[config.mk]
export PLATFORM = sky130hd
export DESIGN_NAME = trimmed_sum_drop_three_extremes_unit
export DESIGN_NICKNAME = d
export VERILOG_FILES = /design/src/tsde_pkg.sv /design/src/trimmed_sum_drop_three_extremes_unit.sv /design/src/tsde_cell.sv /design/src/tsde_trim.sv
export SDC_FILE = /design/constraint.sdc
export NUM_CORES = 2
export LEC_CHECK = 0
export ABC_AREA = 1
export BUFFER_PORTS_ARGS = -buffer_cell sky130_fd_sc_hd__buf_2
export CAP_MARGIN = 30
export CELL_PAD_IN_SITES_DETAIL_PLACEMENT = 0
export CELL_PAD_IN_SITES_GLOBAL_PLACEMENT = 1
export CORE_MARGIN = 1.5
export CORE_UTILIZATION = 45
export CTS_BUF_LIST = sky130_fd_sc_hd__clkbuf_4
export DETAILED_ROUTE_END_ITERATION = 10
export PLACE_DENSITY = 0.87
export SLEW_MARGIN = 20
export SYNTH_ARGS = -nofsm -noshare
export SYNTH_HDL_FRONTEND = slang
export SYNTH_SLANG_ARGS = --single-unit
[constraint.sdc]
create_clock -name clk -period 14.1 [get_ports clk]
set_input_delay 2.115 -clock clk [delete_from_list [all_inputs] [get_ports clk]]
set_output_delay 2.115 -clock clk [all_outputs]
set_load 0.05 [all_outputs]
[src/tsde_pkg.sv]
package tsde_pkg;

  localparam int SAMPLE_W    = 32;
  localparam int SUM_W       = 48;
  localparam int MAX_SAMPLES = 65536;
  localparam int CNT_W       = $clog2(MAX_SAMPLES + 1);
  localparam int MIN_SAMPLES = 6;
  localparam int DROP_W      = SAMPLE_W + 2;
  localparam int N_EXT       = 3;

  typedef struct packed {
    logic [SAMPLE_W-1:0] sample;
    logic                is_last;
  } tsde_in_t;

  typedef struct packed {
    logic [SUM_W-1:0] trimmed_sum;
    logic             too_few;
    logic             too_many;
  } tsde_out_t;

  typedef struct packed {
    logic                take;
    logic [SAMPLE_W-1:0] val;
  } tsde_link_t;

  typedef struct packed {
    logic [SUM_W-1:0]                 sum;
    logic [N_EXT-1:0][SAMPLE_W-1:0]   mins;
    logic [N_EXT-1:0][SAMPLE_W-1:0]   maxs;
    logic                             too_few;
    logic                             too_many;
  } tsde_cap_t;

endpackage

[src/trimmed_sum_drop_three_extremes_unit.sv]
// Trimmed sum over a set of unsigned 32-bit samples: one sample beat per cycle, the set
// closed by a beat with is_last high, which belongs to the set. The block keeps a 48-bit
// running sum and two chains of three cells that hold the three smallest and three largest
// samples; each cycle a sample ripples into both chains and the sum. On the last beat the
// totals are captured and the state clears, so the next set may start in the very next
// cycle. The result passes through a capture register, an add stage for the extremes and
// the output register that takes the difference, and equals the sum minus the six
// extremes, duplicates counted separately. A set of fewer than six samples gives zero
// with too_few; samples past 65536 are ignored and the result is zero with too_many.
// Throughput is one sample per cycle; a stalled output holds only once the three result
// stages are full.
module trimmed_sum_drop_three_extremes_unit (
  input  logic                clk,
  input  logic                rst_n,
  input  logic                in_valid,
  output logic                in_ready,
  input  tsde_pkg::tsde_in_t  in_data,
  output logic                out_valid,
  input  logic                out_ready,
  output tsde_pkg::tsde_out_t out_data
);

  logic [tsde_pkg::SUM_W-1:0]  sum_r;
  logic [tsde_pkg::SUM_W-1:0]  sum_nxt;
  logic [tsde_pkg::CNT_W-1:0]  cnt_r;
  logic [tsde_pkg::CNT_W-1:0]  cnt_nxt;
  logic                        ovf_r;
  logic                        ovf_nxt;
  logic                        take;
  logic                        full;
  logic                        en;
  logic                        last;
  logic                        cap_ready;
  tsde_pkg::tsde_cap_t         cap;
  tsde_pkg::tsde_link_t        min_link [tsde_pkg::N_EXT+1];
  tsde_pkg::tsde_link_t        max_link [tsde_pkg::N_EXT+1];
  logic [tsde_pkg::N_EXT-1:0][tsde_pkg::SAMPLE_W-1:0] min_nxt;
  logic [tsde_pkg::N_EXT-1:0][tsde_pkg::SAMPLE_W-1:0] max_nxt;

  assign in_ready = cap_ready;
  assign take     = in_valid && in_ready;
  assign full     = cnt_r == tsde_pkg::CNT_W'(tsde_pkg::MAX_SAMPLES);
  assign en       = take && !full;
  assign last     = take && in_data.is_last;

  assign sum_nxt = en ? sum_r + tsde_pkg::SUM_W'(in_data.sample) : sum_r;
  assign cnt_nxt = en ? cnt_r + tsde_pkg::CNT_W'(1) : cnt_r;
  assign ovf_nxt = ovf_r || (take && full);

  always_ff @(posedge clk) begin
    if (!rst_n || last) begin
      sum_r <= '0;
      cnt_r <= '0;
      ovf_r <= 1'b0;
    end else begin
      sum_r <= sum_nxt;
      cnt_r <= cnt_nxt;
      ovf_r <= ovf_nxt;
    end
  end

  assign min_link[0] = '{take: 1'b1, val: in_data.sample};
  assign max_link[0] = '{take: 1'b1, val: in_data.sample};

  for (genvar g = 0; g < tsde_pkg::N_EXT; g++) begin : g_cells
    tsde_cell u_min (
      .clk     (clk),
      .rst_n   (rst_n),
      .en      (en),
      .clr     (last),
      .is_max  (1'b0),
      .sample  (in_data.sample),
      .up      (min_link[g]),
      .dn      (min_link[g+1]),
      .val_nxt (min_nxt[g])
    );
    tsde_cell u_max (
      .clk     (clk),
      .rst_n   (rst_n),
      .en      (en),
      .clr     (last),
      .is_max  (1'b1),
      .sample  (in_data.sample),
      .up      (max_link[g]),
      .dn      (max_link[g+1]),
      .val_nxt (max_nxt[g])
    );
  end

  assign cap.sum      = sum_nxt;
  assign cap.mins     = min_nxt;
  assign cap.maxs     = max_nxt;
  assign cap.too_many = ovf_nxt;
  assign cap.too_few  = !ovf_nxt && (cnt_nxt < tsde_pkg::CNT_W'(tsde_pkg::MIN_SAMPLES));

  tsde_trim u_trim (
    .clk       (clk),
    .rst_n     (rst_n),
    .cap_valid (last),
    .cap_ready (cap_ready),
    .cap       (cap),
    .out_valid (out_valid),
    .out_ready (out_ready),
    .out_data  (out_data)
  );

  a_flags_exclusive: assert property (@(posedge clk) disable iff (!rst_n)
    out_valid |-> !(out_data.too_few && out_data.too_many))
    else $error("too_few and too_many both set");

  a_flag_zero: assert property (@(posedge clk) disable iff (!rst_n)
    out_valid && (out_data.too_few || out_data.too_many) |-> out_data.trimmed_sum == '0)
    else $error("flagged result carries a nonzero sum");

  a_cnt_bound: assert property (@(posedge clk) disable iff (!rst_n)
    cnt_r <= tsde_pkg::CNT_W'(tsde_pkg::MAX_SAMPLES))
    else $error("sample count past maximum");

  a_clear_on_last: assert property (@(posedge clk) disable iff (!rst_n)
    take && in_data.is_last |=> cnt_r == '0 && sum_r == '0 && !ovf_r)
    else $error("set state not cleared after last beat");

  a_min_order: assert property (@(posedge clk) disable iff (!rst_n)
    min_link[1].val <= min_link[2].val && min_link[2].val <= min_link[3].val)
    else $error("smallest-value chain out of order");

endmodule

[src/tsde_cell.sv]
module tsde_cell (
  input  logic                          clk,
  input  logic                          rst_n,
  input  logic                          en,
  input  logic                          clr,
  input  logic                          is_max,
  input  logic [tsde_pkg::SAMPLE_W-1:0] sample,
  input  tsde_pkg::tsde_link_t          up,
  output tsde_pkg::tsde_link_t          dn,
  output logic [tsde_pkg::SAMPLE_W-1:0] val_nxt
);

  logic [tsde_pkg::SAMPLE_W-1:0] val_r;
  logic                          better;

  assign better = is_max ? (sample > val_r) : (sample < val_r);

  always_comb begin
    val_nxt = val_r;
    if (en && better) begin
      val_nxt = up.take ? up.val : sample;
    end
  end

  assign dn.take = better;
  assign dn.val  = val_r;

  always_ff @(posedge clk) begin
    if (!rst_n || clr) begin
      val_r <= {tsde_pkg::SAMPLE_W{~is_max}};
    end else begin
      val_r <= val_nxt;
    end
  end

endmodule

[src/tsde_trim.sv]
module tsde_trim (
  input  logic                 clk,
  input  logic                 rst_n,
  input  logic                 cap_valid,
  output logic                 cap_ready,
  input  tsde_pkg::tsde_cap_t  cap,
  output logic                 out_valid,
  input  logic                 out_ready,
  output tsde_pkg::tsde_out_t  out_data
);

  tsde_pkg::tsde_cap_t            s1_r;
  logic                           s1_v_r;
  logic [tsde_pkg::SUM_W-1:0]     s2_sum_r;
  logic [tsde_pkg::DROP_W-1:0]    s2_lo_r;
  logic [tsde_pkg::DROP_W-1:0]    s2_hi_r;
  logic                           s2_few_r;
  logic                           s2_many_r;
  logic                           s2_v_r;
  tsde_pkg::tsde_out_t            out_r;
  logic                           out_v_r;
  logic                           out_rdy;
  logic                           s2_rdy;
  logic                           s1_rdy;
  logic [tsde_pkg::DROP_W-1:0]    lo_nxt;
  logic [tsde_pkg::DROP_W-1:0]    hi_nxt;
  logic [tsde_pkg::SUM_W-1:0]     res_nxt;

  assign out_rdy   = !out_v_r || out_ready;
  assign s2_rdy    = !s2_v_r || out_rdy;
  assign s1_rdy    = !s1_v_r || s2_rdy;
  assign cap_ready = s1_rdy;

  assign lo_nxt = tsde_pkg::DROP_W'(s1_r.mins[0]) + tsde_pkg::DROP_W'(s1_r.mins[1])
                + tsde_pkg::DROP_W'(s1_r.mins[2]);
  assign hi_nxt = tsde_pkg::DROP_W'(s1_r.maxs[0]) + tsde_pkg::DROP_W'(s1_r.maxs[1])
                + tsde_pkg::DROP_W'(s1_r.maxs[2]);

  always_comb begin
    res_nxt = s2_sum_r - tsde_pkg::SUM_W'(s2_lo_r) - tsde_pkg::SUM_W'(s2_hi_r);
    if (s2_few_r || s2_many_r) begin
      res_nxt = '0;
    end
  end

  always_ff @(posedge clk) begin
    if (!rst_n) begin
      s1_v_r  <= 1'b0;
      s2_v_r  <= 1'b0;
      out_v_r <= 1'b0;
    end else begin
      if (s1_rdy) begin
        s1_v_r <= cap_valid;
      end
      if (s2_rdy) begin
        s2_v_r <= s1_v_r;
      end
      if (out_rdy) begin
        out_v_r <= s2_v_r;
      end
    end
  end

  always_ff @(posedge clk) begin
    if (cap_valid && s1_rdy) begin
      s1_r <= cap;
    end
    if (s1_v_r && s2_rdy) begin
      s2_sum_r  <= s1_r.sum;
      s2_lo_r   <= lo_nxt;
      s2_hi_r   <= hi_nxt;
      s2_few_r  <= s1_r.too_few;
      s2_many_r <= s1_r.too_many;
    end
    if (s2_v_r && out_rdy) begin
      out_r.trimmed_sum <= res_nxt;
      out_r.too_few     <= s2_few_r;
      out_r.too_many    <= s2_many_r;
    end
  end

  assign out_valid = out_v_r;
  assign out_data  = out_r;

endmodule
==> results.md <==
- Outcome: complete, no violations
- Ranking of synthesized cells by area: edfxtp_1 29%, dfxtp_1 12%, nand2_1 12%, ha_1 11%, inv_1 6.4%
- Layout Nets: 6157
- Later-pin clock latency in the skew report: 1.13 ns
- Async SR Flop Fraction: 0
- Final worst setup slack: 8.51 ns
- Total CTS buffers: 185
- Mapped Area: 43000 sq um
- Global-route wire length before repair: 206000 microns
- Clock Skew: 0.0905 ns
- IO buf count: 88
- Synth Register Bits: 671
- Yosys cell types: 53
- Max-cap violations: 0
- Worst-path maximum fanout: 33
- Dpl ws: 7.46 ns
- DR vias/cell: 5.29
- Synthesized area per cell: 7.80 sq um
- Utilization of the core after routing: 0.498
- Crit path launch type: input port
- Core Area: 94900 sq um
- Post-route DRC: 0
- Grt ovf: 0
- Yosys warning count: 0
- Die width: 312 microns
- Row count: 113
- Clk slew on worst S/H paths: 0.06 ns
- GRT Total Usage: 0.274
- Post-cts resize count: 0
- Share of the synthesized area in the top cell type: 0.287
- Wirelength per Cell: 18.8 microns
- Final Hold Fails: 0
- Synth-to-layout area growth: 9.98%
- Period utilization: 0.397
- Clk root buf: clkbuf_4
- Layout cells sized above 1: 0.0836
- Worst hold-check path type: register to register
- Post-route ant nets: 0
- Leakage: 0.0219 uW
- Setup TNS: 0 ns
- Setup crit end kind: register
- RSZ-0062 raised after global routing: false
- Fill cells: 9449
- TritonCTS clock tree: done
- Register area share after synthesis: 0.408
- Fin. max-slew vios: 0
- Hold Buf Count CTS: 0
- Placer Congestion: 1.01
- # IOs: 89
- Starting density of the core: 0.453
- Tmin final: 5.59 ns
- Max-Slew Margin vs Limit: 0.326
- Reg area: 17500 sq um
- Worst VDD drop: 0.0942 mV
- Die Area: 97400 sq um
- Synth cell count leaders: 1388 x nand2_1, 734 x inv_1, 532 x nor2_1
- Fmax: 0.179 GHz
- DP HPWL: 104000 microns
- Worst path required time: 14.91 ns
- CTS H-tree lvls: 4
- Crit path arrival time: 6.41 ns
- Vias in the first global route: 37348
- Count leader, synth: nand2_1
- Main synth FF type: edfxtp_1
- CTS Buffer Depth: 3
- Synth area leader: edfxtp_1
- Initial antenna violation count: 9
- Initial DRT Pass Iterations: 6
- Cell Pwr Density: 133 nW/um^2
- Post-Syn Instances: 5506
- Total vias in the final route: 37693
- DR iter-0 viols: 2721
- Clock sinks: 671
- Footprint of the multi-input gates: 22100 sq um
- Worst Max-Slew Pin Slew: 1.01 ns
- Setup bufs post-CTS: 0
- Chip height: 312 microns
- Mapped Nets: 5972
- Kind of critical path: input port to register
- Total wire length: 134000 microns
- Setup violators final: 0
- Post-synth EDFFs: 410
- Largest net degree at the start of global routing: 160
## metal layers
| layer | share of wire | global-route usage | up-vias |
|---|---|---|---|
| li1 | - | - | 18799 |
| met3 | 0.065 | 0.0472 | 265 |
| met5 | 0.00019 | 0 | - |
| met2 | 0.47 | 0.466 | 1231 |
| met1 | 0.43 | 0.344 | 17394 |
| met4 | 0.036 | 0.115 | 4 |
## area by class of cell
| type | instances | share of cell area |
|---|---|---|
| tap | 1265 | 0.0335 |
| antenna | 4 | 0.000212 |
| timing repair buffer | 114 | 0.0150 |
| clock inverter | 71 | 0.00919 |
| multi-input combinational | 3975 | 0.468 |
| sequential | 671 | 0.371 |
| clock buffer | 277 | 0.0440 |
| inverter | 744 | 0.0592 |
## power breakdown
part / leakage [uW] / internal [uW] / total (uW) / switching [uW]
clock: 0.00147 / 980 / 1860 / 880
sequential: 0.00593 / 2290 / 2350 / 63.6
combinational: 0.0145 / 613 / 2080 / 1470
## metrics by stage
step | instance area (sq um) | hold slack, ns | power (uW) | std cells
floorplan | 43000 | 0.400 | 3740 | 5506
global placement | 44700 | 0.401 | 4420 | 6766
detailed placement | 44700 | 0.405 | 4430 | 6766
CTS | 47200 | 0.391 | 6300 | 7114
global route | 47300 | 0.398 | 6680 | 7120
finish | 47300 | 0.397 | 6290 | 7121
## path summary, 6_finish.rpt
check / endpoint / cells past startpoint / startpoint / slack, ns
max: u_trim.s1_r[153] / 13 / in_data[8] / 8.51
min: u_trim.s2_sum_r[34] / 0 / u_trim.s1_r[228] / 0.40
max reg2reg: u_trim.s2_hi_r[27] / 18 / u_trim.s1_r[2] / 9.31
min reg2reg: u_trim.s2_sum_r[34] / 0 / u_trim.s1_r[228] / 0.40
## registers in the layout, summed over array words and instances (netlist names)
name / flops
u_trim.s2_few_r: 1
cnt_r: 17
u_trim.s1_v_r: 1
u_trim.out_data: 50
u_trim.out_valid: 1
g_cells.u_min.val_r: 96
u_trim.s1_r: 242
u_trim.s2_lo_r: 34
u_trim.s2_sum_r: 48
u_trim.s2_v_r: 1
ovf_r: 1
sum_r: 48
u_trim.s2_many_r: 1
u_trim.s2_hi_r: 34
g_cells.u_max.val_r: 96
## worst max-delay path, stage by stage
cell     delay [ns]
buf_2          0.32
ha_1           0.31
a21oi_1        0.15
o21a_1         0.13
nand2_1        0.08
nand2_1        0.07
nand2_1        0.06
nand2_2        0.58
nand2_2        0.72
nor2_4         0.97
inv_2          0.54
nand2_1        0.20
nand2_1        0.07
## logic make-up after synthesis
kind of cell	share of synthesized area
AOI/OAI and AO/OA	0.101
xor gates and xnor gates	0.0281
adders and majority gates	0.132
buffers and inverters	0.0784
DFF	0.408
and+or+nand+nor	0.253
## cells in the final DEF, fill, tap and decap left out, types with 11 or more instances in the layout
cell      count
a21oi_1     445
o21a_1       25
nand2_2      11
xnor2_1      39
buf_2        88
fa_1         39
xor2_1       99
nor2_1      529
ha_1        390
nand2_1    1388
buf_4        22
nand4_1      51
o21ai_0     231
nor3_1       52
clkinv_1     42
inv_1       733
a21boi_0     13
dfxtp_1     261
o21bai_1     16
nand3b_1     11
nor4_1       15
clkinv_2     13
a31oi_1      16
or2_2        19
clkbuf_4    277
edfxtp_1    410
a21o_1       16
nand3_1     499
o21ai_1      15
No activity file was read; power rests on OpenSTA's default activity.
